### src/hdl/vbd_pkg.sv
package vbd_pkg;

   localparam int VALUE_WIDTH = 32;
   localparam int BYTE_WIDTH  = 8;
   localparam int GROUP_BITS  = 7;
   localparam int COUNT_WIDTH = 3;
   localparam int MAX_GROUPS  = 5;

   localparam logic MODE_ENCODE = 1'b0;
   localparam logic MODE_DECODE = 1'b1;

   typedef enum logic [1:0] {
      ST_IDLE,
      ST_ENC_EMIT,
      ST_DEC_EMIT
   } state_type;

   typedef struct packed {
      logic [VALUE_WIDTH-1:0] in_value;
      logic [BYTE_WIDTH-1:0]  in_byte;
      logic                   start_of_list;
   } req_payload_type;

   typedef struct packed {
      logic [BYTE_WIDTH-1:0]  out_byte;
      logic [VALUE_WIDTH-1:0] out_value;
      logic                   last;
   } rsp_payload_type;

   typedef struct packed {
      logic load;
      logic shift;
   } enc_ctrl_type;

   typedef struct packed {
      logic take;
      logic start;
   } dec_ctrl_type;

endpackage

### src/hdl/vbd_encoder.sv
module vbd_encoder (
   input  logic                             clock,
   input  vbd_pkg::enc_ctrl_type            ctrl,
   input  logic [vbd_pkg::VALUE_WIDTH-1:0]  in_value,
   input  logic [vbd_pkg::VALUE_WIDTH-1:0]  prev_plus_one,
   output logic [vbd_pkg::BYTE_WIDTH-1:0]   out_byte,
   output logic                             out_last
);

   logic [vbd_pkg::VALUE_WIDTH-1:0] gap_ff;
   logic [vbd_pkg::VALUE_WIDTH-1:0] gap_in;

   // The gap leaves the shift register seven bits at a time, low group first.
   always_comb begin
      gap_in = gap_ff;
      if (ctrl.load) begin
         gap_in = in_value - prev_plus_one;
      end else if (ctrl.shift) begin
         gap_in = gap_ff >> vbd_pkg::GROUP_BITS;
      end
   end

   always_ff @(posedge clock) begin
      gap_ff <= gap_in;
   end

   assign out_last = (gap_ff[vbd_pkg::VALUE_WIDTH-1:vbd_pkg::GROUP_BITS] == '0);
   assign out_byte = {out_last, gap_ff[vbd_pkg::GROUP_BITS-1:0]};

endmodule

### src/hdl/vbd_decoder.sv
module vbd_decoder (
   input  logic                             clock,
   input  logic                             reset,
   input  vbd_pkg::dec_ctrl_type            ctrl,
   input  logic [vbd_pkg::BYTE_WIDTH-1:0]   in_byte,
   input  logic [vbd_pkg::VALUE_WIDTH-1:0]  prev_plus_one,
   output logic [vbd_pkg::VALUE_WIDTH-1:0]  sum
);

   logic [vbd_pkg::VALUE_WIDTH-1:0] partial_ff;
   logic [vbd_pkg::VALUE_WIDTH-1:0] partial_in;
   logic [vbd_pkg::COUNT_WIDTH-1:0] count_ff;
   logic [vbd_pkg::COUNT_WIDTH-1:0] count_in;
   logic [vbd_pkg::VALUE_WIDTH-1:0] sum_ff;
   logic [vbd_pkg::VALUE_WIDTH-1:0] sum_in;

   logic [vbd_pkg::VALUE_WIDTH-1:0] partial_base;
   logic [vbd_pkg::COUNT_WIDTH-1:0] count_base;
   logic [vbd_pkg::VALUE_WIDTH-1:0] group_word;
   logic [vbd_pkg::VALUE_WIDTH-1:0] partial_new;
   logic [vbd_pkg::GROUP_BITS-1:0]  group;

   assign group        = in_byte[vbd_pkg::GROUP_BITS-1:0];
   assign partial_base = ctrl.start ? '0 : partial_ff;
   assign count_base   = ctrl.start ? '0 : count_ff;

   // Each group lands in its own seven-bit field, so placing it is enough.
   // The fifth group keeps only the bits that still fit in the word.
   always_comb begin
      case (count_base)
         3'd0:    group_word = {25'b0, group};
         3'd1:    group_word = {18'b0, group, 7'b0};
         3'd2:    group_word = {11'b0, group, 14'b0};
         3'd3:    group_word = {4'b0, group, 21'b0};
         3'd4:    group_word = {group[3:0], 28'b0};
         default: group_word = '0;
      endcase
   end

   assign partial_new = partial_base | group_word;

   always_comb begin
      partial_in = partial_ff;
      count_in   = count_ff;
      sum_in     = sum_ff;
      if (ctrl.take) begin
         if (in_byte[vbd_pkg::BYTE_WIDTH-1]) begin
            sum_in     = partial_new + prev_plus_one;
            partial_in = '0;
            count_in   = '0;
         end else begin
            partial_in = partial_new;
            if (count_base < vbd_pkg::COUNT_WIDTH'(vbd_pkg::MAX_GROUPS)) begin
               count_in = count_base + 1'b1;
            end else begin
               count_in = count_base;
            end
         end
      end
   end

   always_ff @(posedge clock) begin
      if (reset) begin
         partial_ff <= '0;
         count_ff   <= '0;
      end else begin
         partial_ff <= partial_in;
         count_ff   <= count_in;
      end
   end

   always_ff @(posedge clock) begin
      sum_ff <= sum_in;
   end

   assign sum = sum_ff;

endmodule

### src/hdl/varbyte_delta_codec.sv
// Channel   Direction  Handshake              Payload
// req_      in         req_valid / req_ready  in_value, in_byte, start_of_list
// rsp_      out        rsp_valid / rsp_ready  out_byte, out_value, last
// csr_      in         csr_write_enable       mode (csr_write_data)
//
// Encode: an accepted request loads the gap register, which then shifts out one
// to five coded bytes of seven gap bits each; no new request is taken meanwhile.
// Decode: a non-final byte extends the partial gap; a final byte yields a value.
// Reset is synchronous and clears mode, the previous value and the decoder's
// partial gap. A stalled response holds in the output register and stops the
// shift-out until it is taken.
module varbyte_delta_codec (
   input  logic                     clock,
   input  logic                     reset,
   input  logic                     csr_write_enable,
   input  logic                     csr_write_data,
   input  logic                     req_valid,
   output logic                     req_ready,
   input  vbd_pkg::req_payload_type req_payload,
   output logic                     rsp_valid,
   input  logic                     rsp_ready,
   output vbd_pkg::rsp_payload_type rsp_payload
);

   vbd_pkg::state_type state_ff;
   vbd_pkg::state_type state_in;

   logic                            mode_ff;
   logic [vbd_pkg::VALUE_WIDTH-1:0] prev_ff;
   logic [vbd_pkg::VALUE_WIDTH-1:0] prev_in;
   logic                            rsp_valid_ff;
   logic                            rsp_valid_in;
   vbd_pkg::rsp_payload_type        rsp_payload_ff;
   vbd_pkg::rsp_payload_type        rsp_payload_in;

   logic                            accept;
   logic                            out_free;
   logic                            enc_emit;
   logic                            dec_emit;
   logic [vbd_pkg::VALUE_WIDTH-1:0] prev_eff;
   vbd_pkg::enc_ctrl_type           enc_ctrl;
   vbd_pkg::dec_ctrl_type           dec_ctrl;
   logic [vbd_pkg::BYTE_WIDTH-1:0]  enc_byte;
   logic                            enc_last;
   logic [vbd_pkg::VALUE_WIDTH-1:0] dec_sum;

   assign accept   = req_valid && req_ready;
   assign out_free = !rsp_valid_ff || rsp_ready;
   assign prev_eff = req_payload.start_of_list ? '0 : prev_ff;

   vbd_encoder u_encoder (
      .clock         (clock),
      .ctrl          (enc_ctrl),
      .in_value      (req_payload.in_value),
      .prev_plus_one (prev_eff),
      .out_byte      (enc_byte),
      .out_last      (enc_last)
   );

   vbd_decoder u_decoder (
      .clock         (clock),
      .reset         (reset),
      .ctrl          (dec_ctrl),
      .in_byte       (req_payload.in_byte),
      .prev_plus_one (prev_eff),
      .sum           (dec_sum)
   );

   always_comb begin
      state_in = state_ff;
      unique case (state_ff)
         vbd_pkg::ST_IDLE: begin
            if (accept) begin
               if (mode_ff == vbd_pkg::MODE_ENCODE) begin
                  state_in = vbd_pkg::ST_ENC_EMIT;
               end else if (req_payload.in_byte[vbd_pkg::BYTE_WIDTH-1]) begin
                  state_in = vbd_pkg::ST_DEC_EMIT;
               end
            end
         end
         vbd_pkg::ST_ENC_EMIT: begin
            if (out_free && enc_last) begin
               state_in = vbd_pkg::ST_IDLE;
            end
         end
         vbd_pkg::ST_DEC_EMIT: begin
            if (out_free) begin
               state_in = vbd_pkg::ST_IDLE;
            end
         end
         default: state_in = vbd_pkg::ST_IDLE;
      endcase
   end

   always_comb begin
      req_ready      = 1'b0;
      enc_emit       = 1'b0;
      dec_emit       = 1'b0;
      unique case (state_ff)
         vbd_pkg::ST_IDLE:     req_ready = 1'b1;
         vbd_pkg::ST_ENC_EMIT: enc_emit  = out_free;
         vbd_pkg::ST_DEC_EMIT: dec_emit  = out_free;
         default:              req_ready = 1'b0;
      endcase
      enc_ctrl.load  = accept && (mode_ff == vbd_pkg::MODE_ENCODE);
      enc_ctrl.shift = enc_emit;
      dec_ctrl.take  = accept && (mode_ff == vbd_pkg::MODE_DECODE);
      dec_ctrl.start = req_payload.start_of_list;
   end

   always_comb begin
      prev_in = prev_ff;
      if (enc_ctrl.load) begin
         prev_in = req_payload.in_value + 1'b1;
      end else if (dec_ctrl.take && dec_ctrl.start) begin
         prev_in = '0;
      end else if (dec_emit) begin
         prev_in = dec_sum + 1'b1;
      end
   end

   always_comb begin
      rsp_valid_in   = rsp_valid_ff;
      rsp_payload_in = rsp_payload_ff;
      if (enc_emit) begin
         rsp_valid_in             = 1'b1;
         rsp_payload_in.out_byte  = enc_byte;
         rsp_payload_in.out_value = '0;
         rsp_payload_in.last      = enc_last;
      end else if (dec_emit) begin
         rsp_valid_in             = 1'b1;
         rsp_payload_in.out_byte  = '0;
         rsp_payload_in.out_value = dec_sum;
         rsp_payload_in.last      = 1'b1;
      end else if (rsp_ready) begin
         rsp_valid_in = 1'b0;
      end
   end

   always_ff @(posedge clock) begin
      if (reset) begin
         state_ff     <= vbd_pkg::ST_IDLE;
         mode_ff      <= vbd_pkg::MODE_ENCODE;
         prev_ff      <= '0;
         rsp_valid_ff <= 1'b0;
      end else begin
         state_ff     <= state_in;
         prev_ff      <= prev_in;
         rsp_valid_ff <= rsp_valid_in;
         if (csr_write_enable) begin
            mode_ff <= csr_write_data;
         end
      end
   end

   always_ff @(posedge clock) begin
      rsp_payload_ff <= rsp_payload_in;
   end

   assign rsp_valid   = rsp_valid_ff;
   assign rsp_payload = rsp_payload_ff;

   a_enc_enters_emit: assert property (@(posedge clock) disable iff (reset)
      (accept && mode_ff == vbd_pkg::MODE_ENCODE) |=> state_ff == vbd_pkg::ST_ENC_EMIT)
      else $error("encode request did not start the byte shift-out");

   a_enc_last_ends: assert property (@(posedge clock) disable iff (reset)
      (enc_emit && enc_last) |=>
         (state_ff == vbd_pkg::ST_IDLE && rsp_valid_ff && rsp_payload_ff.last))
      else $error("final coded byte did not close the value");

   a_dec_result_form: assert property (@(posedge clock) disable iff (reset)
      dec_emit |=>
         (rsp_valid_ff && rsp_payload_ff.last && rsp_payload_ff.out_byte == '0))
      else $error("decoded value response is malformed");

   a_enc_mid_byte: assert property (@(posedge clock) disable iff (reset)
      (enc_emit && !enc_last) |=>
         (state_ff == vbd_pkg::ST_ENC_EMIT && !rsp_payload_ff.last &&
          !rsp_payload_ff.out_byte[vbd_pkg::BYTE_WIDTH-1]))
      else $error("continuation byte carries the final flag");

endmodule
### config.mk
export PLATFORM = sky130hd
export DESIGN_NAME = varbyte_delta_codec
export DESIGN_NICKNAME = d
export VERILOG_FILES = /design/src/hdl/vbd_pkg.sv /design/src/hdl/vbd_encoder.sv /design/src/hdl/vbd_decoder.sv /design/src/hdl/varbyte_delta_codec.sv
export SDC_FILE = /design/constraint.sdc
export NUM_CORES = 1
export LEC_CHECK = 0
export ABC_AREA = 1
export BUFFER_PORTS_ARGS = -buffer_cell sky130_fd_sc_hd__buf_2
export CAP_MARGIN = 30
export CORE_MARGIN = 5
export CORE_UTILIZATION = 40
export CTS_CLUSTER_DIAMETER = 100
export DETAILED_ROUTE_END_ITERATION = 6
export PLACE_DENSITY = 0.68
export REMOVE_ABC_BUFFERS = 1
export SLEW_MARGIN = 20
export SYNTH_ARGS = -nofsm -noshare
export SYNTH_HDL_FRONTEND = slang
export SYNTH_SLANG_ARGS = --single-unit
export TNS_END_PERCENT = 10
### constraint.sdc
create_clock -name clock -period 8 [get_ports clock]
set_input_delay 0.4 -clock clock [delete_from_list [all_inputs] [get_ports clock]]
set_output_delay 0.4 -clock clock [all_outputs]
set_load 0.1 [all_outputs]
Word-level counts from Yosys, hierarchy flattened
Index checks and enable logic that the tools add are counted.
Operators by class
  add/subtract/negate cells: 5
  $lt $le $gt $ge: 1
  equal/unequal tests: 10
  multiplexer cells: 26
  bitwise gates (word level): 2
  reduce and logical (&&, ||, !) cells: 16
Operators by type and width (number)
  2-to-1 mux 32 bit: 8
  one-hot mux 32 bit (5 select lines): 1
  2-to-1 mux 41 bit: 2
  adder 32 x 1 -> 32 bit (second input constant): 2
  adder 32 bit: 1
  OR 32 bit: 1
  subtractor 32 bit: 1
  logical NOT 25 bit: 1
  2-to-1 mux 2 bit: 5
  2-to-1 mux 3 bit: 3
  == test 3 x 2 -> 1 bit (second input constant): 2
  2-to-1 mux 1 bit: 6
  != test 2 bit (second input constant): 3
  one-hot mux 2 bit (3 select lines): 1
  nonzero test 3 bit: 2
  logical AND 1 bit: 5
  AND reduction 4 bit: 1
  nonzero test 2 bit: 2
  adder 3 x 1 -> 3 bit (second input constant): 1
  == test 3 x 1 -> 1 bit (second input constant): 1
  == test 3 bit (second input constant): 1
  logical NOT 3 bit: 1
  < comparator 3 bit (second input constant): 1
  != test 3 bit (second input constant): 1
  7 further kinds: 7
Word-level totals
  register bits after elaboration: 176
  input bits: 47
  output and inout bits: 43

Depth between registers and ports, before layout
Gate-level depths: netlist of run 1.
  depth after elaboration: 7
  depth in mapped cells: 18
  depth with buffers taken out: 18

Hierarchy
From an unflattened synthesis of run 1, not the netlist that was laid out.
Second synthesis, totals
  cell total of the unflattened synthesis: 2331
  area total of the unflattened synthesis: 14345.0 um2
By module, submodules not included
  varbyte_delta_codec: times used 1, cells an instance 856, area each 5185.0 um2, sequential area each 1631.6 um2
  vbd_decoder: times used 1, cells an instance 787, area each 5118.7 um2, sequential area each 1661.6 um2
  vbd_encoder: times used 1, cells an instance 688, area each 4041.4 um2, sequential area each 960.9 um2

Worst setup path after synthesis of run 1
Ideal clock, no wire load.
  path kind: register to register
  start point: reg state_ff[1]
  end point: reg u_decoder.sum_ff, in the netlist u_decoder.sum[0], enable pin
  library setup time: 0.423 ns
  arrival time: 2.800 ns
  path slack: 4.778 ns
  stages on the path, launching flop included: 6
  path buffers: 0
  period minus slack after synthesis: 3.222 ns
  cell sequence: dfxtp_1 nor2_4 nand2_2 inv_1 nand2_1 nor2_1
Between the ends
  word-level cells in the longest chain between the ends: 5
Ends and longest elaborated chain
  start: declaration: RTL line varbyte_delta_codec.sv:25  | vbd_pkg::state_type state_ff;
  start signal: assignment: RTL line varbyte_delta_codec.sv:142  | state_ff <= vbd_pkg::ST_IDLE;
  start signal: assignment: RTL line varbyte_delta_codec.sv:147  | state_ff <= state_in;
  logical NOT 2 bit: RTL line varbyte_delta_codec.sv:99  | unique case (state_ff)
  2-to-1 mux 1 bit: RTL line varbyte_delta_codec.sv:99
  via req_ready: RTL line varbyte_delta_codec.sv:18  | output logic req_ready,
  logical AND 1 bit: RTL line varbyte_delta_codec.sv:47  | assign accept = req_valid && req_ready;
  logical AND 1 bit: RTL line varbyte_delta_codec.sv:107  | dec_ctrl.take = accept && (mode_ff == vbd_pkg::MODE_DECODE);
  AND reduction 2 bit (no line)
  end signal: assignment: RTL line vbd_decoder.sv:73  | sum_ff <= sum_in;
  end: declaration: RTL line vbd_decoder.sv:14  | logic [vbd_pkg::VALUE_WIDTH-1:0] sum_ff;
The timed path passes the listed nets, and every way through them passes these cells.
A chain may end at the register's enable or synchronous reset.

Worst setup path in the final report of run 1
  start point: reg u_decoder.count_ff[0] (netlist bit)
  end point: reg u_decoder.sum_ff, in the netlist u_decoder.sum[30] (data pin)
Between the ends
  word-level cells in the longest chain between the ends: 5
Ends and longest elaborated chain
  start: declaration: RTL line vbd_decoder.sv:12  | logic [vbd_pkg::COUNT_WIDTH-1:0] count_ff;
  start signal: assignment: RTL line vbd_decoder.sv:68  | count_ff <= count_in;
  2-to-1 mux 3 bit *: RTL line vbd_decoder.sv:25  | assign count_base = ctrl.start ? '0 : count_ff;
  == test 3 bit (tied with other cells): RTL line vbd_decoder.sv:30  | case (count_base)
  one-hot mux 32 bit (5 select lines) *: RTL line vbd_decoder.sv:30
  OR 32 bit *: RTL line vbd_decoder.sv:40  | assign partial_new = partial_base | group_word;
  adder 32 bit *: RTL line vbd_decoder.sv:48  | sum_in = partial_new + prev_plus_one;
Mark *: on every way between the ends. The rest lies on a longest branch, timed or not.

==> flow_results.org, run 1 <==
** Synth
- Number of synthesized register bits :: 176
- Biggest area consumer among synthesized cells :: sky130_fd_sc_hd__nand2_1
- The share of the Yosys chip area taken by registers is 0.3154.
- The most used flip-flop cell after synthesis is sky130_fd_sc_hd__dfxtp_1.
- In this run the mean area of a mapped cell was 6.218 sq um.
- Largest cells by area after synthesis :: sky130_fd_sc_hd__nand2_1 20%, sky130_fd_sc_hd__edfxtp_1 16%, sky130_fd_sc_hd__dfxtp_1 15%, sky130_fd_sc_hd__inv_1 9.0%, sky130_fd_sc_hd__nor2_1 6.8%
- Of the post-synthesis cell area, the dominant cell type holds 0.2043.
- Counting distinct cell types in the post-synthesis netlist gives 43.
- In this run, synthesis inferred 73 flip-flops with an integrated enable.
- Async S/R FF share, synth :: 0
- Count leader, synth :: sky130_fd_sc_hd__nand2_1
- Cell Area, Synth :: 13490 sq um
- Commonest cells post-synth :: 734 x sky130_fd_sc_hd__nand2_1, 323 x sky130_fd_sc_hd__inv_1, 246 x sky130_fd_sc_hd__nor2_1
- Synthesized instance count :: 2169
- Syn. warnings :: 0

** STA
- Unrepaired setup endpoints after global routing :: no
- Number of hold violations in the final report :: 0
- Maximum operating frequency :: 279.9 MHz
- Setup violations remaining at the end of the flow were counted as 0.
- Dividing the final minimum period by the clock period gives 0.4466.
- Worst slew slack as a fraction of its limit :: 0.3813
- Actual transition at the worst max-transition pin :: 0.9270 ns
- Max Slew Vio Count :: 0
- For the finished layout, the period the worst path requires is 3.573 ns.
- In the final timing run, aggregate negative setup slack is 0 ns.
- On the final layout, the worst clock skew is 0.01515 ns.

** Routing
- Post-route antenna net violation count :: 0
- Routed via count divided by cell count :: 5.252
- The routed layout has 14170 vias.
- Drt pass-1 iters :: 6
- Summed over all layers, the routed wires come to 48360 um.
- WL/cell :: 17.93 um
- Count of unresolved DRC violations after routing :: 0
- The detailed router finished its first iteration with 1441 violations.

** CTS
- Counting along the longest clock path gives a buffer depth of 2.
- CTS built an H-tree with a depth of 4.
- Number of sinks on the clock net :: 176
- Latest clock arrival within the worst-skew pair :: 0.47 ns
- After clock tree synthesis, the flow added hold-fix buffers numbering 0.
- Clock root buffer :: sky130_fd_sc_hd__clkbuf_16
- Cts repair resizes :: 0
- Clock-pin slew of the registers on the worst-case setup and hold paths :: 0.07 ns
- TritonCTS built the clock tree.
- Buffers inserted by post-CTS timing repair :: 0
- Clock tree synthesis inserted a total of 17 buffers.

** Place
- The congestion estimate from routability-driven global placement came to 0.9919.
- Once detailed placement completed, the half-perimeter wirelength came to 39090 um.
- Counting tap cells, the placed design contains a total of 2666 instances.
- Input and output buffers added on the ports amount to 89.

** Finish
- Antenna Diode Count :: 0
- Number of non-filler instances in the completed layout :: 2698
- From synthesis to final layout, the design area changed by 10.25%.
- The final layout contains 2352 nets.
- Of the cells placed in the final design, the portion with a size suffix greater than 1 is 0.06933.

** Setup path
- STA puts the critical path data required time at 8.22 ns.
- Category of the critical setup timing path :: reg -> reg
- At the worst endpoint, the arrival time is 3.79 ns.
- Sort of element at the end of the critical path :: flop
- Critical Path Source Type :: flop
- CP Max Fanout :: 7

** Floorplan
- The initial utilization of the core area, before any placement, comes to 0.4032.
- Overall die height :: 193.6 um
- Core Rows :: 67
- I/O pin total :: 90
- In this run the standard cell core region covers 33450 sq um.
- Measured along the x axis, the die boundary spans 193.6 um.
- The die covers 37490 sq um.

** Power
- Dividing total power by cell area gives a power density of 166.2 nW/um^2.
- Leakage Power :: 7.396 nW
- The completed layout was analyzed and its total power is 0.002472 W.
- Worst ir drop on vdd :: 0.0001809 V

** Status
- Run status :: completed

** Global routing
- Largest net degree at the start of global routing :: 56
- First-pass GRT wire length :: 74110 um
- Via count of the first global-routing pass :: 12941
- For this run, the total global-route usage over all layers was measured as 0.2511.
- The initial antenna violation count was 0.
- Summed over all layers, the global routing overflow is 0.

** Worst hold path
- Path class of the lowest-slack min-delay path :: in -> reg

** Run
- Number of maximum-capacitance constraint violations :: 0
critical path, stage by stage, from the launching register on:
cell                      delay, ns
sky130_fd_sc_hd__dfxtp_1       0.34
sky130_fd_sc_hd__o21ai_0       0.38
sky130_fd_sc_hd__nand2_1       0.29
sky130_fd_sc_hd__o21ai_0       0.57
sky130_fd_sc_hd__ha_1          0.40
sky130_fd_sc_hd__fa_1          0.35
sky130_fd_sc_hd__nand3_1       0.11
sky130_fd_sc_hd__nand2_1       0.19
sky130_fd_sc_hd__nand3_1       0.10
sky130_fd_sc_hd__nand2_1       0.13
sky130_fd_sc_hd__nand2_1       0.07
sky130_fd_sc_hd__nand2_1       0.16
sky130_fd_sc_hd__nand2_1       0.10
sky130_fd_sc_hd__nand3_1       0.07
sky130_fd_sc_hd__nand2_1       0.05
state kept, by name, indices dropped and copies added, names as in the netlist:
register and count:
mode_ff 1, prev_ff 32, rsp_payload 41, rsp_valid 1, state_ff 2, u_decoder.count_ff 3
u_decoder.partial_ff 32, u_decoder.sum 32, u_encoder.gap_ff 32
cell type report:
cell class / count / area, sq um
clock inverters: 9 / 56.30
repair buffers: 98 / 513.0
fillers: 3565 / 18580
flip-flops and latches: 176 / 4254
clock buffers: 23 / 490.5
inverters: 328 / 1231
well taps: 448 / 560.5
multi-input cells: 1616 / 7764
per-stage QoR:
stage / utilization / instance area, sq um / setup WS, ns / hold slack (ns)
3_3_place_gp: 0.4282 / 14320 / 4.222 / 0.4516
5_1_grt: 0.4445 / 14870 / 4.100 / 0.1969
4_1_cts: 0.4445 / 14870 / 4.492 / 0.1562
3_5_place_dp: 0.4282 / 14320 / 4.192 / 0.4555
2_1_floorplan: - / 13250 / 4.300 / 0.4393
6_report: 0.4445 / 14870 / 4.427 / 0.1706
power breakdown:
part | internal (W) | total [W] | switching (W) | leakage [nW]
clock network | 0.000434 | 0.000823 | 0.000388 | 0.272
logic | 0.000160 | 0.000610 | 0.000450 | 5.59
registers | 0.00101 | 0.00104 | 0.0000303 | 1.53
per-layer routing:
| metal | wire (um) | track usage |
|---|---|---|
| met4 | 1508 | 0.08314 |
| met2 | 20430 | 0.3764 |
| met3 | 4067 | 0.05004 |
| met5 | 0 | 0 |
| met1 | 22360 | 0.3627 |
cells by family after synthesis:
kind of cell	after synthesis	synth area share
buffers and inverters	377	0.1092
AND/OR/NAND/NOR	1210	0.3676
flip-flops	176	0.3154
adder cells (fa/ha/maj)	68	0.06420
AO/OA/AOI/OAI	296	0.1163
XOR/XNOR	42	0.02728
layout by cell type (no fill, tap or decap), types with 4 or more instances in the layout:
| cell type | synthesis | routed |
|---|---|---|
| sky130_fd_sc_hd__edfxtp_1 | 73 | 73 |
| sky130_fd_sc_hd__inv_1 | 323 | 323 |
| sky130_fd_sc_hd__o21bai_1 | 5 | 5 |
| sky130_fd_sc_hd__buf_2 | 24 | 89 |
| sky130_fd_sc_hd__xor2_1 | 27 | 27 |
| sky130_fd_sc_hd__nand3_1 | 137 | 137 |
| sky130_fd_sc_hd__xnor2_1 | 15 | 15 |
| sky130_fd_sc_hd__nand3b_1 | 12 | 12 |
| sky130_fd_sc_hd__a21oi_1 | 140 | 140 |
| sky130_fd_sc_hd__nor2_2 | 6 | 7 |
| sky130_fd_sc_hd__o211ai_1 | 5 | 5 |
| sky130_fd_sc_hd__nor2_1 | 246 | 245 |
| sky130_fd_sc_hd__nand2_1 | 734 | 734 |
| sky130_fd_sc_hd__clkinv_2 | 0 | 5 |
| sky130_fd_sc_hd__buf_4 | 1 | 9 |
| sky130_fd_sc_hd__clkbuf_16 | 0 | 19 |
| sky130_fd_sc_hd__nand4_1 | 27 | 27 |
| sky130_fd_sc_hd__ha_1 | 66 | 66 |
| sky130_fd_sc_hd__or2_2 | 4 | 4 |
| sky130_fd_sc_hd__dfxtp_1 | 103 | 103 |
| sky130_fd_sc_hd__nor3_1 | 26 | 26 |
| sky130_fd_sc_hd__clkbuf_1 | 16 | 4 |
| sky130_fd_sc_hd__inv_2 | 5 | 5 |
| sky130_fd_sc_hd__nor2_4 | 5 | 5 |
| sky130_fd_sc_hd__o21ai_1 | 17 | 17 |
| sky130_fd_sc_hd__o21ai_0 | 115 | 115 |
path summary, 6_finish.rpt:
kind	depth (start not counted)	end	slack, ns	startpoint
min reg2reg	2	rsp_payload[11]$_SDFFE_PP0P_	0.47	rsp_payload[11]$_SDFFE_PP0P_
max	14	u_decoder.sum[30]$_DFFE_PP_	4.43	u_decoder.count_ff[0]$_SDFFE_PP0P_
min	3	mode_ff$_SDFFE_PP0P_	0.17	csr_write_data
max reg2reg	14	u_decoder.sum[30]$_DFFE_PP_	4.43	u_decoder.count_ff[0]$_SDFFE_PP0P_
Note: power is estimated with default switching activity, not from simulation.
==> run 2: changes to the inputs <==
--- a/config.mk
+++ b/config.mk
@@ -5,7 +5,7 @@
 export SDC_FILE = /design/constraint.sdc
 export NUM_CORES = 1
 export LEC_CHECK = 0
-export ABC_AREA = 1
+export ABC_AREA = 0
 export BUFFER_PORTS_ARGS = -buffer_cell sky130_fd_sc_hd__buf_2
 export CAP_MARGIN = 30
 export CORE_MARGIN = 5
==> constraint.sdc (replaced) <==
create_clock -name clock -period 3.3 [get_ports clock]
set_input_delay 0.165 -clock clock [delete_from_list [all_inputs] [get_ports clock]]
set_output_delay 0.165 -clock clock [all_outputs]
set_load 0.1 [all_outputs]
==> flow_results.org, run 2 <==
** Setup path
- The critical path required time was 3.49 ns (was 8.22 ns).
- Reg2reg start :: u_decoder.count_ff[0]$_SDFFE_PP0P_ (unchanged)
- The worst-case reg-to-reg path depth is 14 (unchanged).
- CP Max Fanout :: 4 (was 7)
- Destination of the worst register-to-register timing path :: u_decoder.sum[30]$_DFFE_PP_ (unchanged)
- CP Cell Sequence: nor3_1 -> or2_2 -> nand2_1 -> o21ai_1 -> ha_2 -> fa_2 -> a211o_1 -> a21oi_2 -> a2bb2oi_2 -> buf_4 -> a31oi_2 -> or2_4 -> a41oi_2 -> xnor2_1 (was o21ai_0 -> nand2_1 -> o21ai_0 -> ha_1 -> fa_1 -> nand3_1 -> nand2_1 -> nand3_1 -> nand2_1 -> nand2_1 -> nand2_1 -> nand2_1 -> nand3_1 -> nand2_1).
- Arrival time at the worst endpoint :: 3.36 ns (was 3.79 ns)
- Sort of element at the end of the critical path :: flop (unchanged)
- The delay contributed by the slowest stage of the critical path is 0.35 ns (was 0.57 ns).
- Category of the critical setup timing path :: reg -> reg (unchanged)
- The type of origin of the critical path was a flop (unchanged).
- The flop-to-flop setup slack was 0.13 ns (was 4.43 ns).
- Critical-path top delay cell :: sky130_fd_sc_hd__fa_2 (was sky130_fd_sc_hd__o21ai_0)

** STA
- Final TNS setup :: 0 ns (unchanged)
- The headroom to the max-slew limit was 0.4770 (was 0.3813).
- The max-slew violation count came to 0 (unchanged).
- Unrepaired setup endpoints after global routing: yes (was no).
- Number of hold violations in the final report :: 0 (unchanged)
- Share of the clock period used by the worst path :: 0.9606 (was 0.4466)
- Clock skew after layout :: 0.01068 ns (was 0.01515 ns)
- The final period demand of the worst path came to 3.170 ns (was 3.573 ns).
- The maximum operating frequency came to 315.5 MHz (was 279.9 MHz).
- Actual transition at the worst max-transition pin :: 0.7774 ns (was 0.9270 ns)
- The final count of negative-setup-slack endpoints was 0 (unchanged).

** Run
- Number of maximum-capacitance constraint violations :: 0 (unchanged)

** Synth
- Commonest cells post-synth: 172 x sky130_fd_sc_hd__nand2_1, 128 x sky130_fd_sc_hd__nor2_1, 114 x sky130_fd_sc_hd__a21oi_1 (was 734 x sky130_fd_sc_hd__nand2_1, 323 x sky130_fd_sc_hd__inv_1, 246 x sky130_fd_sc_hd__nor2_1).
- The flop and latch count out of synthesis was 176 (unchanged).
- Largest cells by area after synthesis :: sky130_fd_sc_hd__edfxtp_1 19%, sky130_fd_sc_hd__dfxtp_1 17%, sky130_fd_sc_hd__ha_1 7.0%, sky130_fd_sc_hd__nand2_1 5.5%, sky130_fd_sc_hd__a21oi_1 4.8% (was sky130_fd_sc_hd__nand2_1 20%, sky130_fd_sc_hd__edfxtp_1 16%, sky130_fd_sc_hd__dfxtp_1 15%, sky130_fd_sc_hd__inv_1 9.0%, sky130_fd_sc_hd__nor2_1 6.8%)
- Syn. warnings :: 0 (unchanged)
- Number of enable flip-flop cells after synthesis :: 73 (unchanged)
- Count leader, synth :: sky130_fd_sc_hd__nand2_1 (unchanged)
- The library cell with the largest summed area after synthesis was sky130_fd_sc_hd__edfxtp_1 (was sky130_fd_sc_hd__nand2_1).
- The count of cell types in the netlist came to 66 (was 43).
- The post-synthesis area per instance was 8.146 sq um (was 6.218 sq um).
- Cell Area, Synth :: 11790 sq um (was 13490 sq um)
- Synthesized instance count :: 1447 (was 2169)
- The sequential fraction of the synthesis area is 0.3609 (was 0.3154).
- Async S/R FF share, synth :: 0 (unchanged)
- The share of the synthesized area in the top cell type was 0.1860 (was 0.2043).
- Most used flip-flop cell after synthesis :: sky130_fd_sc_hd__dfxtp_1 (unchanged)

** Floorplan
- Die footprint :: 33000 sq um (was 37490 sq um)
- The core box area was 28940 sq um (was 33450 sq um).
- The effective utilization at floorplan is 0.4074 (was 0.4032).
- The I/O pin count is 90 (unchanged).
- Die outline width :: 181.7 um (was 193.6 um)
- Overall die height :: 181.7 um (was 193.6 um)
- The total number of placement rows was 62 (was 67).

** Finish
- Max FFs per register :: 41 (unchanged)
- Commonest non-fill, non-tap cells in the layout: 172 x sky130_fd_sc_hd__nand2_1, 125 x sky130_fd_sc_hd__nor2_1, 111 x sky130_fd_sc_hd__a21oi_1 (was 734 x sky130_fd_sc_hd__nand2_1, 323 x sky130_fd_sc_hd__inv_1, 245 x sky130_fd_sc_hd__nor2_1).
- Fraction of layout cells with a size suffix above 1 :: 0.1514 (was 0.06933)
- Area grow syn2layout :: 16.70% (was 10.25%)
- Total of fill cells in the finished design :: 2823 (was 3565)
- The most common library cell in the layout ignoring fill and taps was sky130_fd_sc_hd__nand2_1 (unchanged).
- Finished Cell Area :: 13760 sq um (was 14870 sq um)
- The final layout net count was 1681 (was 2352).

** Worst hold path
- The startpoint of the worst hold path is req_payload[27] (was csr_write_data).
- Worst Hold Path Cells :: 3 (unchanged)
- Path class of the lowest-slack min-delay path :: in -> reg (unchanged)
- The endpoint of the worst hold-timing path is prev_ff[18]$_SDFFE_PP0P_ (was mode_ff$_SDFFE_PP0P_).

** Global routing
- Antenna violations before repair :: 2 (was 0)
- First-pass GRT wire length :: 56400 um (was 74110 um)
- The largest net degree at the start of global routing was 52 (was 56).
- Leftover overflow at the end of global routing :: 0 (unchanged)
- The global routing usage on met3 came to 0.03882 (was 0.05004).
- Met1 routing resource usage after global routing :: 0.2826 (was 0.3627)
- The via count of the first global-routing pass was 10560 (was 12941).
- The routing layer with the top usage in global route was met2 (unchanged).
- Overall track demand over capacity in global routing :: 0.2109 (was 0.2511)
- The met2 usage was 0.3443 (was 0.3764).

** Routing
- The via count is 11112 (was 14170).
- The length of the first detailed-routing pass in iterations came to 7 (was 6).
- The number of antenna-violating nets in the routed design was 0 (unchanged).
- The DRC violation total after the first TritonRoute iteration came to 1056 (was 1441).
- Count of unresolved DRC violations after routing :: 0 (unchanged)
- WL final :: 36210 um (was 48360 um)
- Routed via count divided by cell count :: 5.658 (was 5.252)
- The routed wirelength normalized by instance count was 18.44 um (was 17.93 um).

** Power
- Combinational power share :: 0.261 (was 0.247)
- Internal power :: 0.004079 W (was 0.001603 W)
- Power density over the cells :: 455.3 nW/um^2 (was 166.2 nW/um^2)
- Sequential share of power :: 0.416 (was 0.420)
- The switching power share of the total was 0.3488 (was 0.3515).
- The leakage component of the power came to 5.606 nW (was 7.396 nW).
- The clock network fraction of total power came to 0.323 (was 0.333).
- The worst vdd rail ir drop is 0.0002783 V (was 0.0001809 V).
- The total power of the final layout was 0.006263 W (was 0.002472 W).
- Net Switching :: 0.002184 W (was 0.0008689 W)

** CTS
- The number of levels the H-tree was split into is 4 (unchanged).
- The number of clock buffers inserted by TritonCTS was 17 (unchanged).
- The clock tree from TritonCTS is yes (unchanged).
- The count of buffers added by post-CTS timing repair for setup is 0 (unchanged).
- Number of sinks on the clock net :: 176 (unchanged)
- Clock-pin slew of the registers on the worst-case setup and hold paths :: 0.07 ns (about the same)
- Clock root buffer :: sky130_fd_sc_hd__clkbuf_16 (unchanged)
- The clock latency on the worst-skew pair came to 0.43 ns (was 0.47 ns).
- Max clock buf depth :: 2 (unchanged)

** Place
- Placer's final routability congestion estimate :: 0.9286 (was 0.9919)
- The count of port buffers added during placement is 89 (unchanged).
- The half-perimeter wire length after placement was 27640 um (was 39090 um).
- The post-detailed-placement cell area came to 13060 sq um (was 14320 sq um).

** Status
- Run status: completed (unchanged).
[run 2: worst max path at each step]
stage                                                  start                                    to  slack (ns)  cells past startpoint
final                     u_decoder.count_ff[0]$_SDFFE_PP0P_           u_decoder.sum[30]$_DFFE_PP_        0.13                     14
after global routing      u_decoder.count_ff[2]$_SDFFE_PP0P_           u_decoder.sum[31]$_DFFE_PP_      -0.003                     15
after CTS                 u_decoder.count_ff[2]$_SDFFE_PP0P_           u_decoder.sum[30]$_DFFE_PP_        0.02                     14
after detailed placement  u_decoder.count_ff[2]$_SDFFE_PP0P_           u_decoder.sum[30]$_DFFE_PP_       -0.16                     14
after global placement    u_decoder.count_ff[2]$_SDFFE_PP0P_           u_decoder.sum[24]$_DFFE_PP_       -0.08                     14
after floorplan                     state_ff[1]$_SDFFE_PP0P_  u_decoder.partial_ff[0]$_SDFFE_PP0P_       -1.06                      5
[run 2: through the flow]
step / hold slack (ns) / utilization / worst slack [ns] / instances
after global placement: 0.4006 / 0.4514 / -0.08334 / 1929
after global routing: 0.1089 / 0.4753 / -0.003009 / 1963
after detailed placement: 0.4155 / 0.4514 / -0.1609 / 1929
after CTS: 0.07259 / 0.4727 / 0.01914 / 1963
after floorplan: 0.2344 / - / -1.064 / 1378
final: 0.08409 / 0.4754 / 0.1300 / 1964
[run 2: layout make-up]
| type | instances | area (sq um) | share of cell area |
|---|---|---|---|
| multi-input combinational | 1122 | 7083 | 0.5149 |
| timing repair buffer | 169 | 1064 | 0.07731 |
| tap | 384 | 480.5 | 0.03493 |
| antenna | 1 | 2.502 | 0.0001819 |
| clock buffer | 19 | 442.9 | 0.03220 |
| clock inverter | 13 | 126.4 | 0.009187 |
| inverter | 80 | 300.3 | 0.02183 |
| sequential | 176 | 4257 | 0.3094 |
[run 2: kinds of logic (layout without fill, tap and decap cells)]
group,after synthesis,count (layout),share of synthesized area
AND/OR/NAND/NOR,547,547,0.2261
AO/OA/AOI/OAI,402,402,0.2126
flip-flops,176,176,0.3609
buffers and inverters,149,281,0.04819
XOR/XNOR,98,98,0.07282
adder cells (fa/ha/maj),68,68,0.07345
multiplexers,7,7,0.005944
other,0,1,0
[run 2: layer usage]
layer / share of wire / up-vias
met5: 0.00058 / -
met4: 0.028 / 4
met3: 0.066 / 62
met2: 0.46 / 394
met1: 0.45 / 5214
li1: - / 5438
[run 2: worst max-delay path: cells and delay by family (launching register included)]
family,cells,cell delay [ns]
AND/OR/NAND/NOR,4,0.71
AO/OA/AOI/OAI,6,1.12
adder cells (fa/ha/maj),2,0.55
flip-flops,1,0.33
buffers and inverters,1,0.15
XOR/XNOR,1,0.08
[run 2: timing repair]
item / CTS / global route
gates cloned: 0 / 0
setup endpoints to repair: 7 / 12
resized for setup: 8 / 22
hold endpoints to repair: 1 / 0
pin swaps: 1 / 11
hold buffers: 2 / 0
[run 2: power by group through the flow]
stage	Combinational, W	Clock (W)	Sequential [W]
final	0.00164	0.00202	0.00261
after global routing	0.00177	0.00214	0.00263
after CTS	0.00163	0.00204	0.00261
after detailed placement	0.00161	0	0.00265
after global placement	0.00159	0	0.00265
after floorplan	0.000786	0	0.00298
==> run 3: changes to the inputs <==
--- a/config.mk
+++ b/config.mk
@@ -6,13 +6,13 @@
 export NUM_CORES = 1
 export LEC_CHECK = 0
 export ABC_AREA = 0
-export BUFFER_PORTS_ARGS = -buffer_cell sky130_fd_sc_hd__buf_2
 export CAP_MARGIN = 30
 export CORE_MARGIN = 5
 export CORE_UTILIZATION = 40
 export CTS_CLUSTER_DIAMETER = 100
 export DETAILED_ROUTE_END_ITERATION = 6
-export PLACE_DENSITY = 0.68
+export DONT_BUFFER_PORTS = 1
+export PLACE_DENSITY = 0.65
 export REMOVE_ABC_BUFFERS = 1
 export SLEW_MARGIN = 20
 export SYNTH_ARGS = -nofsm -noshare
==> flow_results.org, run 3 (synthesis gave the netlist of run 2 again) <==
** Setup path
- The biggest fanout along the worst timing path came to 5 (was 4).
- The arrival time at the worst endpoint was 3.31 ns (was 3.36 ns).
- The critical path capture point type was a flop (unchanged).
- The critical path required time is 3.49 ns (about the same).
- Critical Path Source Type :: flop (unchanged)
- Category of the critical setup timing path :: reg -> reg (unchanged)

** Floorplan
- Core Rows :: 62 (unchanged)
- Starting density of the core :: 0.4074 (unchanged)
- The die span in y is 181.7 um (unchanged).
- The floorplan die area was 33000 sq um (unchanged).
- The x dimension of the die is 181.7 um (unchanged).
- I/O pin total :: 90 (unchanged)
- Core Box Area :: 28940 sq um (unchanged)

** CTS
- The clock latency on the worst-skew pair was 0.44 ns (was 0.43 ns).
- The clock tree root driver cell is sky130_fd_sc_hd__clkbuf_16 (unchanged).
- The clock-pin slew of the registers on the worst-case setup and hold paths came to 0.07 ns (about the same).
- The clock tree from TritonCTS is yes (unchanged).
- Max clock buf depth :: 2 (unchanged)
- Cts bufs inserted :: 17 (unchanged)
- Number of sinks on the clock net :: 176 (unchanged)
- The number of levels the H-tree was split into is 4 (unchanged).

** Global routing
- Antenna violations before repair :: 0 (was 2)
- Via count of the first global-routing pass :: 10206 (was 10560)
- Largest net degree at the start of global routing :: 72 (was 52)
- Leftover overflow at the end of global routing :: 0 (unchanged)
- First-pass GRT wire length :: 56710 um (was 56400 um)
- Overall track demand over capacity in global routing :: 0.2150 (was 0.2109)

** Place
- Number of input and output port buffers inserted :: 0 (was 89)
- Placer's final routability congestion estimate :: 0.9199 (was 0.9286)
- The half-perimeter wire length after placement was 27160 um (was 27640 um).

** STA
- Final TNS setup :: 0 ns (unchanged)
- Actual transition at the worst max-transition pin :: 0.9859 ns (was 0.7774 ns)
- Maximum operating frequency :: 320.8 MHz (was 315.5 MHz)
- Max Slew Vio Count :: 0 (unchanged)
- The final clock period utilization by the worst path came to 0.9447 (was 0.9606).
- Number of hold violations in the final report :: 0 (unchanged)
- Setup violators final :: 0 (unchanged)
- The maximum clock skew at final layout came to 0.009403 ns (was 0.01068 ns).
- Time the worst path needs with I/O delays and setup :: 3.117 ns (was 3.170 ns)
- The worst hold slack was 0.01151 ns (was 0.08409 ns).
- Unrepaired setup endpoints after global routing :: no (was yes)
- Worst slew slack as a fraction of its limit :: 0.3418 (was 0.4770)

** Finish
- Post-route core utilization :: 0.4655 (was 0.4754)
- Leading cell type in the layout, fill and taps excluded :: sky130_fd_sc_hd__nand2_1 (unchanged)
- Number of nets at the end of the flow :: 1599 (was 1681)
- Commonest non-fill, non-tap cells in the layout: 172 x sky130_fd_sc_hd__nand2_1, 124 x sky130_fd_sc_hd__nor2_1, 111 x sky130_fd_sc_hd__a21oi_1 (was 172 x sky130_fd_sc_hd__nand2_1, 125 x sky130_fd_sc_hd__nor2_1, 111 x sky130_fd_sc_hd__a21oi_1).
- Total of fill cells in the finished design :: 2808 (was 2823)
- The number of flip-flops in the largest register was 41 (unchanged).
- Antenna Diode Count :: 0 (was 1)
- Fraction of layout cells with a size suffix above 1 :: 0.09018 (was 0.1514)
- Area grow syn2layout :: 14.28% (was 16.70%)

** Routing
- The final routed DRC violation total came to 0 (unchanged).
- The overall routed net length was 36640 um (was 36210 um).
- The number of antenna-violating nets in the routed design was 0 (unchanged).
- The routed wirelength normalized by instance count is 19.48 um (was 18.44 um).
- The via count came to 10752 (was 11112).
- Starting DRC count in detailed routing :: 967 (was 1056)
- The length of the first detailed-routing pass in iterations came to 7 (unchanged).
- The vias per cell is 5.716 (was 5.658).

** Power
- Worst ir drop on vdd :: 0.0002995 V (was 0.0002783 V)
- Power density over the cells :: 463.7 nW/um^2 (was 455.3 nW/um^2)
- Leakage Power :: 5.214 nW (was 5.606 nW)

** Run
- The max-capacitance violation count was 0 (unchanged).

** Worst hold path
- Path class of the lowest-slack min-delay path :: in -> reg (unchanged)

** Status
- Run status :: completed (unchanged)
run 3: cell types whose count changed in the layout (fill, tap and decap cells not counted), moves of 2 or more:
cell                            change
sky130_fd_sc_hd__buf_4             -15
sky130_fd_sc_hd__clkinv_2           -2
sky130_fd_sc_hd__inv_6              -4
sky130_fd_sc_hd__dlygate4sd3_1     +21
sky130_fd_sc_hd__clkinv_1           +2
sky130_fd_sc_hd__o21ai_0            +3
sky130_fd_sc_hd__bufinv_16          +2
sky130_fd_sc_hd__o21ai_1            -3
sky130_fd_sc_hd__buf_2             -89
sky130_fd_sc_hd__clkinvlp_4         +6
run 3: report_power, final:
group          switching, W  internal, W  leakage (nW)  total, W
clock network      0.000919      0.00119         0.265   0.00211
registers          0.000445      0.00251          1.54   0.00295
logic              0.000736     0.000449          3.41   0.00119
total               0.00210      0.00415          5.21   0.00625
run 3: through the flow:
stage	instances	worst slack [ns]	total power [W]	cell area (sq um)
after detailed placement	1821	-0.2206	0.004117	12470
final	1881	0.1825	0.006246	13470
after global placement	1820	-0.1091	0.004093	12450
after CTS	1877	0.01224	0.006257	13360
after floorplan	1378	-1.064	0.003761	11520
after global routing	1881	0.009437	0.006523	13470
run 3: final cells by class:
class,instances,area [sq um],share of cell area
flip-flops and latches,176,4257,0.3160
clock buffers,18,429.2,0.03186
inverters,80,300.3,0.02229
multi-input cells,1122,7093,0.5266
repair buffers,87,743.2,0.05517
well taps,384,480.5,0.03567
clock inverters,14,167.7,0.01245
run 3: path summary, 6_finish.rpt:
path	startpoint	endpoint	slack (ns)	cells after the start
worst max-delay path	u_decoder.count_ff[0]$_SDFFE_PP0P_	u_decoder.sum[26]$_DFFE_PP_	0.18	15
worst min-delay path	req_payload[25]	prev_ff[16]$_SDFFE_PP0P_	0.01	3
worst max register to register	u_decoder.count_ff[0]$_SDFFE_PP0P_	u_decoder.sum[26]$_DFFE_PP_	0.18	15
worst min register to register	prev_ff[6]$_SDFFE_PP0P_	prev_ff[6]$_SDFFE_PP0P_	0.49	2
run 3: repair_timing:
action,CTS,global route
setup endpoints to repair,7,13
pin swaps,3,12
gates resized for setup,7,23
cloned,0,0
buffers inserted,0,4
hold buffers,24,0
hold endpoints to repair,67,0
run 3: per-layer routing:
layer	routed length, um	global-route usage	share of wire	up-vias
met4	908	0.06575	0.025	0
met3	2434	0.04482	0.066	56
met5	0	0	0	-
met1	16340	0.2884	0.45	5083
li1	-	-	-	5268
met2	16960	0.3492	0.46	345
run 3: worst max-delay path, stage by stage (launching register included):
cell	delay, ns
sky130_fd_sc_hd__dfxtp_1	0.33
sky130_fd_sc_hd__nor3_1	0.05
sky130_fd_sc_hd__or2_4	0.23
sky130_fd_sc_hd__buf_4	0.14
sky130_fd_sc_hd__buf_4	0.13
sky130_fd_sc_hd__nand2_1	0.05
sky130_fd_sc_hd__o21ai_0	0.10
sky130_fd_sc_hd__ha_1	0.37
sky130_fd_sc_hd__and2_1	0.18
sky130_fd_sc_hd__o2111ai_1	0.15
sky130_fd_sc_hd__a2bb2oi_2	0.19
sky130_fd_sc_hd__buf_4	0.16
sky130_fd_sc_hd__a31oi_2	0.23
sky130_fd_sc_hd__or2_4	0.20
sky130_fd_sc_hd__a21oi_1	0.07
sky130_fd_sc_hd__o311a_1	0.29
